### src/hw/rtl/uart_line_assembler_with_queue_macros.svh
// Assertion macros for the line assembler.
`ifndef UART_LINE_ASSEMBLER_WITH_QUEUE_MACROS_SVH
`define UART_LINE_ASSEMBLER_WITH_QUEUE_MACROS_SVH

// Same-cycle implication, disabled in reset.
`define ULAQ_ASSERT(lbl, ante, cons, msg) \
  lbl: assert property (@(posedge clk) disable iff (rst) (ante) |-> (cons)) \
    else $error(msg);

// Next-cycle implication, disabled in reset.
`define ULAQ_ASSERT_NEXT(lbl, ante, cons, msg) \
  lbl: assert property (@(posedge clk) disable iff (rst) (ante) |=> (cons)) \
    else $error(msg);

`endif

### src/hw/rtl/ulaq_pkg.sv
`timescale 1ns / 1ps

package ulaq_pkg;

  localparam int LINE_BYTES  = 64;
  localparam int QUEUE_LINES = 4;

  // one spare physical slot holds the line being assembled
  localparam int SLOTS     = QUEUE_LINES + 1;
  localparam int SLOT_W    = $clog2(SLOTS);
  localparam int IDX_W     = $clog2(LINE_BYTES);
  localparam int CNT_W     = $clog2(QUEUE_LINES + 1);
  localparam int MEM_DEPTH = SLOTS << IDX_W;

  localparam logic [IDX_W-1:0]  MAX_FILL   = IDX_W'(LINE_BYTES - 1);
  localparam logic [CNT_W-1:0]  QUEUE_FULL = CNT_W'(QUEUE_LINES);
  localparam logic [SLOT_W-1:0] LAST_SLOT  = SLOT_W'(SLOTS - 1);

  localparam logic [1:0] OP_BYTE  = 2'd0;
  localparam logic [1:0] OP_ERR   = 2'd1;
  localparam logic [1:0] OP_FETCH = 2'd2;

  localparam logic [7:0] CH_LF = 8'h0A;
  localparam logic [7:0] CH_CR = 8'h0D;

  localparam int FLAG_LINE_OVF  = 0;
  localparam int FLAG_QUEUE_OVF = 1;

  typedef struct packed {
    logic take_byte;
    logic rx_err;
    logic fetch;
    logic rd_step;
  } cmd_t;

  typedef struct packed {
    logic q_empty;
    logic last_read;
    logic out_free;
  } sts_t;

  function automatic logic [SLOT_W-1:0] slot_inc(input logic [SLOT_W-1:0] s);
    slot_inc = (s == LAST_SLOT) ? '0 : s + 1'b1;
  endfunction

endpackage

### src/hw/rtl/ulaq_ctrl.sv
`timescale 1ns / 1ps

module ulaq_ctrl (
  input  logic           clk,
  input  logic           rst,
  input  logic           in_valid,
  input  logic [1:0]     op,
  output logic           in_stall,
  input  ulaq_pkg::sts_t sts,
  output ulaq_pkg::cmd_t cmd
);

  typedef enum logic {IDLE, RUN} state_t;

  state_t state;
  logic   accept;

  assign in_stall = (state == RUN) || !sts.out_free;
  assign accept   = in_valid && !in_stall;

  assign cmd.take_byte = accept && (op == ulaq_pkg::OP_BYTE);
  assign cmd.rx_err    = accept && (op == ulaq_pkg::OP_ERR);
  assign cmd.fetch     = accept && (op == ulaq_pkg::OP_FETCH);
  assign cmd.rd_step   = (state == RUN) && sts.out_free;

  always_ff @(posedge clk) begin
    if (rst) begin
      state <= IDLE;
    end else begin
      case (state)
        IDLE: begin
          if (cmd.fetch && !sts.q_empty) state <= RUN;
        end
        RUN: begin
          if (cmd.rd_step && sts.last_read) state <= IDLE;
        end
        default: state <= IDLE;
      endcase
    end
  end

endmodule

### src/hw/rtl/ulaq_dp.sv
`timescale 1ns / 1ps
`include "uart_line_assembler_with_queue_macros.svh"

module ulaq_dp (
  input  logic           clk,
  input  logic           rst,
  input  logic [7:0]     rx_byte,
  input  ulaq_pkg::cmd_t cmd,
  output ulaq_pkg::sts_t sts,
  input  logic           out_stall,
  output logic           out_valid,
  output logic [7:0]     line_char,
  output logic           last_char,
  output logic           queue_empty,
  output logic           line_overflow,
  output logic           queue_overflow
);

  logic [7:0]                   mem [ulaq_pkg::MEM_DEPTH];
  logic [ulaq_pkg::IDX_W-1:0]   lengths [ulaq_pkg::SLOTS];

  logic [ulaq_pkg::IDX_W-1:0]   fill;
  logic [ulaq_pkg::IDX_W-1:0]   rd_idx;
  logic [ulaq_pkg::SLOT_W-1:0]  wslot;
  logic [ulaq_pkg::SLOT_W-1:0]  rslot;
  logic [ulaq_pkg::CNT_W-1:0]   count;
  logic [1:0]                   pending;
  logic [1:0]                   snap;

  logic [7:0]                   mem_q;
  logic                         empty_q;
  logic                         last_q;
  logic                         lovf_q;
  logic                         qovf_q;

  logic                         is_term;
  logic                         fill_ok;
  logic                         commit;
  logic                         fetch_empty;
  logic                         last_read;
  logic [ulaq_pkg::IDX_W-1:0]   len;

  assign is_term     = (rx_byte == ulaq_pkg::CH_LF) || (rx_byte == ulaq_pkg::CH_CR);
  assign fill_ok     = fill < ulaq_pkg::MAX_FILL;
  assign commit      = cmd.take_byte && is_term && (fill != '0)
                       && (count != ulaq_pkg::QUEUE_FULL);
  assign fetch_empty = cmd.fetch && (count == '0);
  assign len         = lengths[rslot];
  assign last_read   = ({1'b0, rd_idx} + 1'b1) == {1'b0, len};

  assign sts.q_empty   = (count == '0);
  assign sts.last_read = last_read;
  assign sts.out_free  = !out_valid || !out_stall;

  always_ff @(posedge clk) begin
    if (rst) begin
      fill      <= '0;
      rd_idx    <= '0;
      wslot     <= '0;
      rslot     <= '0;
      count     <= '0;
      pending   <= '0;
      snap      <= '0;
      out_valid <= 1'b0;
    end else begin
      if (cmd.take_byte) begin
        if (is_term) begin
          fill <= '0;
          if (fill != '0 && count == ulaq_pkg::QUEUE_FULL)
            pending[ulaq_pkg::FLAG_QUEUE_OVF] <= 1'b1;
          if (commit) begin
            wslot <= ulaq_pkg::slot_inc(wslot);
            count <= count + 1'b1;
          end
        end else if (fill_ok) begin
          fill <= fill + 1'b1;
        end else begin
          fill <= '0;
          pending[ulaq_pkg::FLAG_LINE_OVF] <= 1'b1;
        end
      end
      if (cmd.rx_err) fill <= '0;
      if (cmd.fetch) begin
        pending <= '0;
        snap    <= pending;
        rd_idx  <= '0;
      end
      if (cmd.rd_step) begin
        snap <= '0;
        if (last_read) begin
          rd_idx <= '0;
          rslot  <= ulaq_pkg::slot_inc(rslot);
          count  <= count - 1'b1;
        end else begin
          rd_idx <= rd_idx + 1'b1;
        end
      end
      if (fetch_empty || cmd.rd_step) out_valid <= 1'b1;
      else if (!out_stall) out_valid <= 1'b0;
    end
  end

  // line storage: assembly writes into the spare slot, fetch reads the oldest
  always_ff @(posedge clk) begin
    if (cmd.take_byte && !is_term && fill_ok) mem[{wslot, fill}] <= rx_byte;
    if (cmd.rd_step) mem_q <= mem[{rslot, rd_idx}];
  end

  always_ff @(posedge clk) begin
    if (commit) lengths[wslot] <= fill;
    if (cmd.rd_step) begin
      empty_q <= 1'b0;
      last_q  <= last_read;
      lovf_q  <= snap[ulaq_pkg::FLAG_LINE_OVF];
      qovf_q  <= snap[ulaq_pkg::FLAG_QUEUE_OVF];
    end else if (fetch_empty) begin
      empty_q <= 1'b1;
      last_q  <= 1'b1;
      lovf_q  <= pending[ulaq_pkg::FLAG_LINE_OVF];
      qovf_q  <= pending[ulaq_pkg::FLAG_QUEUE_OVF];
    end
  end

  assign line_char      = empty_q ? 8'h00 : mem_q;
  assign last_char      = last_q;
  assign queue_empty    = empty_q;
  assign line_overflow  = lovf_q;
  assign queue_overflow = qovf_q;

  `ULAQ_ASSERT(a_pop_nonempty, cmd.rd_step, count != '0, "read step on empty queue")
  `ULAQ_ASSERT_NEXT(a_commit_count, commit, count == $past(count) + 1'b1, "commit lost")
  `ULAQ_ASSERT(a_empty_last, out_valid && empty_q, last_q, "empty result not last")

endmodule

### src/hw/rtl/uart_line_assembler_with_queue.sv
`timescale 1ns / 1ps
// Byte and error words give no result; an empty-queue fetch gives its result the cycle
//   after accept, and a line fetch enters RUN, then gives one char per cycle, set by the
//   single read port of the line memory, unless out_stall holds it. Input is one word per
//   cycle while in_stall is low; a fetch run holds off input until its last char is taken.
// Reset (rst, synchronous, active high) clears fill, slots, count, flags and output valid;
//   the line memory and length table are not cleared and need no clearing pass.

module uart_line_assembler_with_queue (
  input  logic       clk,
  input  logic       rst,
  // input channel
  input  logic       in_valid,
  output logic       in_stall,
  input  logic [1:0] op,
  input  logic [7:0] rx_byte,
  // result channel
  output logic       out_valid,
  input  logic       out_stall,
  output logic [7:0] line_char,
  output logic       last_char,
  output logic       queue_empty,
  output logic       line_overflow,
  output logic       queue_overflow
);

  // Structure: the memory is a ring of QUEUE_LINES+1 slots. The slot after the
  // newest queued line is always free and doubles as the assembly buffer, so
  // ending a line is just a pointer bump - no copy loop. A full queue drops the
  // assembled line and sets the queue-overflow flag.

  ulaq_pkg::cmd_t cmd;
  ulaq_pkg::sts_t sts;

  // controller: accepts words, sequences the fetch run one char per step
  ulaq_ctrl u_ctrl (
    .clk      (clk),
    .rst      (rst),
    .in_valid (in_valid),
    .op       (op),
    .in_stall (in_stall),
    .sts      (sts),
    .cmd      (cmd)
  );

  // datapath: line memory, slot pointers, sticky flags, result register
  ulaq_dp u_dp (
    .clk            (clk),
    .rst            (rst),
    .rx_byte        (rx_byte),
    .cmd            (cmd),
    .sts            (sts),
    .out_stall      (out_stall),
    .out_valid      (out_valid),
    .line_char      (line_char),
    .last_char      (last_char),
    .queue_empty    (queue_empty),
    .line_overflow  (line_overflow),
    .queue_overflow (queue_overflow)
  );

endmodule
### config.mk
export PLATFORM = sky130hd
export DESIGN_NAME = uart_line_assembler_with_queue
export DESIGN_NICKNAME = d
export VERILOG_FILES = /design/src/hw/rtl/ulaq_pkg.sv /design/src/hw/rtl/ulaq_ctrl.sv /design/src/hw/rtl/ulaq_dp.sv /design/src/hw/rtl/uart_line_assembler_with_queue.sv
export VERILOG_INCLUDE_DIRS = /design/src /design/src/hw/rtl
export SDC_FILE = /design/constraint.sdc
export NUM_CORES = 2
export LEC_CHECK = 0
export BUFFER_PORTS_ARGS = -buffer_cell sky130_fd_sc_hd__buf_2
export CAP_MARGIN = 5
export CORE_ASPECT_RATIO = 2
export CORE_MARGIN = 2
export CORE_UTILIZATION = 30
export DETAILED_ROUTE_END_ITERATION = 7
export GPL_TIMING_DRIVEN = 0
export HOLD_SLACK_MARGIN = 0.02
export PLACE_DENSITY = 0.44
export SETUP_SLACK_MARGIN = 0.1
export SYNTH_ARGS = -nofsm -noshare
export SYNTH_HDL_FRONTEND = slang
export SYNTH_SLANG_ARGS = --single-unit
### constraint.sdc
create_clock -name clk -period 7.5 [get_ports clk]
set_input_delay 1.5 -clock clk [delete_from_list [all_inputs] [get_ports clk]]
set_output_delay 1.5 -clock clk [all_outputs]
set_load 0.02 [all_outputs]
# Yosys cells after proc, flatten, opt, wreduce, memory -nomap -nowiden
# Memories as Yosys holds them, arrays and structs flattened. A register that Yosys moved wholly into a read port is not among the register bits.
# Cells that the tools add are included.
[totals] register_bits=31 ram_bits=2590 in_bits=14 out_inout_bits=14 n_memories=2
[op_classes] n_addsub=7 n_lt_le_gt_ge=1 n_eq_ne=10 mux=30 bitwise=3 reduce_logical=36
[mem_list] name="u_dp.mem" words=320 width=8 rd=1 rd_clocked_by_memory_dff=1 write_ports=1 line_no="ulaq_dp.sv:19" text="logic [7:0] mem [ulaq_pkg::MEM_DEPTH];"
[mem_list] name="u_dp.lengths" words=5 width=6 rd=1 rd_clocked_by_memory_dff=1 write_ports=1 line_no="ulaq_dp.sv:20" text="logic [ulaq_pkg::IDX_W-1:0] lengths [ulaq_pkg::SLOTS];"
[ops] op="2-to-1 mux 6 bit" count=5
[ops] op="2-to-1 mux 3 bit" count=9
[ops] op="equality test 8 x 4 -> 1 bit (second input constant)" count=2
[ops] op="logical AND 1 bit" count=14
[ops] op="2-to-1 mux 1 bit" count=14
[ops] op="adder 6 x 1 -> 6 bit (second input constant)" count=2
[ops] op="adder 3 x 1 -> 3 bit (second input constant)" count=3
[ops] op="equality test 3 bit (second input constant)" count=3
[ops] op="AND reduction 3 bit" count=3
[ops] op="2-to-1 mux 8 bit" count=1
[ops] op="adder 6 x 1 -> 7 bit (second input constant)" count=1
[ops] op="equality test 7 x 6 -> 1 bit" count=1
[ops] op="logical NOT 1 bit" count=6
[ops] op="< comparator 6 bit (second input constant)" count=1
[ops] op="nonzero test 6 bit" count=1
[ops] op="OR reduction 2 bit" count=3
[ops] op="logical OR 1 bit" count=4
[ops] op="nonzero test 2 bit" count=2
[ops] op="logical NOT 3 bit" count=1
[ops] op="inequality test 3 bit (second input constant)" count=1
[ops] op="inverter 1 bit" count=3
[ops] op="subtractor 3 x 1 -> 3 bit (second input constant)" count=1
[ops] op="equality test 2 x 1 -> 1 bit (second input constant)" count=1
[ops] op="equality test 2 bit (second input constant)" count=1
[ops] op="4 further kinds" count=4

# Longest topological paths before layout
[depth] word_depth=15 mapped_depth=13

# Modules after synthesis
# From an unflattened synthesis, not the netlist that was laid out.
[unflattened] hier_cells=4851 hier_area_um2=102674.7
[by_module_without_submodules] mod="ulaq_dp" instances=1 cells_per_inst=4841 area_each_um2=102582.1
[by_module_without_submodules] mod="ulaq_ctrl" instances=1 cells_per_inst=10 area_each_um2=92.6

# Worst setup path after synthesis
# No wires, ideal clock.
[synth_path] kind="input -> register" from="input port out_stall" to="memory u_dp.mem[209][0] (enable)" setup_time_ns=0.370 arrival_ns=3.426 t_required_ns=7.130 setup_slack_ns=3.703 stages=7 cell_sequence="a21oi_1 nand4_2 nor3_1 clkbuf_1 nand3_1 clkbuf_1 nor2_1"
[synth_between] elab_chain_len=11
[synth_lines] item="from (decl)" line_no="uart_line_assembler_with_queue.sv:19" text="input logic out_stall,"
[synth_lines] item="logical NOT 1 bit" line_no="ulaq_dp.sv:53" text="assign sts.out_free = !out_valid || !out_stall;"
[synth_lines] item="logical OR 1 bit" line_no="ulaq_dp.sv:53"
[synth_lines] item="logical NOT 1 bit" line_no="ulaq_ctrl.sv:18" text="assign in_stall = (state == RUN) || !sts.out_free;"
[synth_lines] item="logical OR 1 bit" line_no="ulaq_ctrl.sv:18"
[synth_lines] item="logical NOT 1 bit" line_no="ulaq_ctrl.sv:19" text="assign accept = in_valid && !in_stall;"
[synth_lines] item="logical AND 1 bit" line_no="ulaq_ctrl.sv:19"
[synth_lines] item="logical AND 1 bit" line_no="ulaq_ctrl.sv:21" text="assign cmd.take_byte = accept && (op == ulaq_pkg::OP_BYTE);"
[synth_lines] item="logical AND 1 bit (2 in series)" line_no="ulaq_dp.sv:105" text="if (cmd.take_byte && !is_term && fill_ok) mem[{wslot, fill}] <= rx_byte;"
[synth_lines] item="2-to-1 mux 1 bit" line_no="ulaq_dp.sv:105"
[synth_lines] item="2-to-1 mux 1 bit (implied by the code)" line_no="ulaq_dp.sv:105"
[synth_lines] item="to (decl)" line_no="ulaq_dp.sv:19"
# Every way passes these cells.

==> results.toml <==
[power]
power_density_mw_per_mm2 = 248.1
leakagePower_uw = 0.03505
peakVddDrop_mv = 0.2298

[status]
violations = "design-rule violations, max-capacitance violations, max-slew violations, negative setup slack"
status = "complete, but fails checks"

[critical_path]
reg2reg_to = "u_dp.mem_q[7]$_DFFE_PP_"
cp_common_cell = "buf_2"
worstRegToRegCells = 11
cp_max_fo = 12
crit_chain = "buf_2 > buf_4 > buf_2 > buf_2 > buf_2 > buf_2 > mux4_2 > a22oi_1 > o21ai_0 > a221oi_1 > a21oi_1"
critical_path.top_delay_family = "buffers and inverters"
end_kind = "register"
r2r_slack_ns = -0.12
timing.rr.start = "u_dp.rd_idx[1]$_SDFFE_PP0P_"
crit_path_top_delay_cell = "a221oi_1"
critPathKind = "register to register"
required_ns = 8.15
start_kind = "register"
critPathArrivalTime_ns = 8.26
cp_num_buf_inv = 6
cpPeakStageDelay_ns = 1.07

[floorplanning]
row_count = 303
die_area_mm2 = 0.3470
design.core.area_mm2 = 0.3404
die_w_um = 417.5
die_h_um = 831.0
start_util_pct = 30.13
ios = 28

[worst_hold_path]
min_from = "u_dp.snap[1]$_SDFFE_PP0P_"
whs_path_depth = 2
hold_end = "u_dp.queue_overflow$_DFFE_PP_"
hold_class = "register to register"

[synthesis]
syn_area_mm2 = 0.1026
ys_seq_area_share_pct = 76.74
synth_area_leaders = "edfxtp_1, mux4_2, mux2i_1"
synth_edf_count = 2601
yosysWarnings = 0
synth_largest_area_cell = "edfxtp_1"
ys.flop_type = "edfxtp_1"
avgSynthCellArea_um2 = 20.65
yosysTopAreaCellShare_pct = 76.13
syn_inst = 4969
ys_seq_elements = 2632
synth_async_sr_flop_share_pct = 0
yosysUniqueCellTypes = 77

[sta]
hold_viol_final = 0
drv_slew = 39
max-slew-margin-rel_pct = -12.14
fin_crit_sh_pct = 101.6
max_freq_mhz = 131.3
skew_ns = 0.05295
tightest_slew_ns = 1.671
fin_crit_ns = 7.617
setup_ws_ns = -0.1171
hold_ws_ns = 0.5241
setup_viol = 1
rsz0062_at_grt = "false"

[layout]
regArea_mm2 = 0.07873
fin_nets = 5352
post-route-util_pct = 34.43
n_fill_cell = 32083
final_common_cell = "edfxtp_1"
multi_input_area_mm2 = 0.02230
drive_gt1_share_pct = 22.71
final_cell_mix = "edfxtp_1, mux4_2, nor2_1"
syn2layout_area_growth_pct = 14.26

[clock_tree]
cts_max_level = 4
clockRootBuffer = "clkbuf_16"
postCtsHoldBufs = 0
cts.path.max_buffers = 4
cts_resized = 0
numCtsBuffers = 226
clkLatencyLatePin_ns = 0.97
cts_setup_buffers = 0
tritoncts = "done"
clock_sinks = 2632
clk_pin_slew_ns = 0.07

[place]
portBuffers = 27
post-dp-hpwl_mm = 356.7
gp_congestion = 1.019

[route]
dr.pass1.iters = 8
wire_per_inst_um = 51.81
drc = 5
initialDrtViolationCount = 8316
ant_nets = 0
vias = 58655
routed_wl_mm = 516.7
vias_per_cell = 5.881

[global_route]
grt.overflow.total = 0
grtUsageTotal_pct = 29.36
grt_pass1_vias = 56964
grt_max_degree = 149
antenna_found_initial = 48
grt_pass1_wl_mm = 643.1

[job]
drv_cap = 6
## cells by family (layout without fill, tap and decap cells)
logic type	after synthesis	in the layout	share of synthesized area, %
DFF	2632	2632	76.74
muxes	848	848	15.27
and+or+nand+nor	678	678	2.827
AOI/OAI and AO/OA	470	470	3.208
buffers and inverters	319	810	1.717
adders and majority gates	12	12	0.1463
xor gates and xnor gates	9	9	0.09025
other	1	92	0.003655
## where the power goes
part           internal [uW]  switching, uW  leakage, uW  total, uW
combinational            150            541      0.00786        691
sequential             16200           10.8       0.0237      16200
clock                   6500           5710      0.00351      12200
total                  22800           6270       0.0351      29100
## synthesized netlist by cell type (9+ instances only)
cell / count
a22oi_1: 84
a211oi_1: 22
a22o_1: 13
mux2_2: 18
buf_6: 37
buf_4: 40
mux2i_1: 258
o221ai_1: 35
ha_1: 12
a21oi_1: 91
a31oi_1: 19
inv_1: 17
nor2b_1: 30
nor2_1: 372
o211ai_1: 10
nor3_1: 24
edfxtp_1: 2601
dfxtp_1: 31
nand3_1: 56
nor4_1: 12
a221oi_1: 41
a311oi_1: 9
a2111oi_0: 9
clkbuf_1: 119
nand2_1: 139
o22ai_1: 36
mux4_2: 572
buf_2: 92
o21ai_0: 57
## cell type report
class,instances,share of cell area [%]
plain buffers,299,1.517
multi-input cells,2057,19.02
flip-flops and latches,2632,67.16
clock inverters,109,0.9830
inverters,20,0.06404
clock buffers,292,5.134
diodes,52,0.1110
well taps,4422,4.720
repair buffers,90,1.293
## routing by layer
layer	global-route usage (%)	wire (um)	up-vias
met1	28.44	155300	31786
met4	31.87	67450	6
met2	49.71	257000	4032
met3	6.090	36880	1525
li1	-	-	21306
met5	0	75	-
## how the worst max path moves through the flow
stage | startpoint | endpoint | slack [ns] | cells after the start
CTS | u_dp.rd_idx[1]$_SDFFE_PP0P_ | u_dp.mem_q[7]$_DFFE_PP_ | 0.24 | 11
global route | u_dp.rd_idx[1]$_SDFFE_PP0P_ | u_dp.mem_q[7]$_DFFE_PP_ | 0.17 | 11
detailed placement | rx_byte[1] | u_dp.mem[148][3]$_DFFE_PP_ | 0.13 | 9
global placement | rx_byte[5] | u_dp.mem[94][7]$_DFFE_PP_ | -4.28 | 8
finish | u_dp.rd_idx[1]$_SDFFE_PP0P_ | u_dp.mem_q[7]$_DFFE_PP_ | -0.12 | 11
floorplan | out_stall | u_dp.mem[209][0]$_DFFE_PP_ | 3.70 | 7
## sequential cells by signal (all words and copies together) (netlist names), named ones only
register             flops
u_dp.mem              2560
u_dp.wslot               3
u_dp.rd_idx              6
u_dp.fill                6
u_dp.pending             2
u_dp.out_valid           1
u_dp.line_overflow       1
u_ctrl.state             1
u_dp.rslot               3
u_dp.mem_q               8
u_dp.snap                2
u_dp.count               3
u_dp.lengths            30
u_dp.queue_empty         1
u_dp.last_char           1
u_dp.queue_overflow      1
## through the flow
step           setup TNS [ns]  total power (uW)  std cells  cell area (um2)  worst slack, ns
4_1_cts                     0             29060       9920           117100           0.2372
3_5_place_dp                0             17180       9519           109900           0.1318
3_3_place_gp         -8257.12             17200       9457           108400           -4.282
5_1_grt                     0             29540       9929           117100           0.1722
6_report              -0.1171             29080       9973           117200          -0.1171
2_1_floorplan               0             16690       5008           102700            3.703
## worst min-delay path, cell delays in order, from the launching register on
cell and delay [ns]:
dfxtp_1 0.33, nand2_1 0.05, nand2_1 0.05
(Power assumes the default switching activity.)
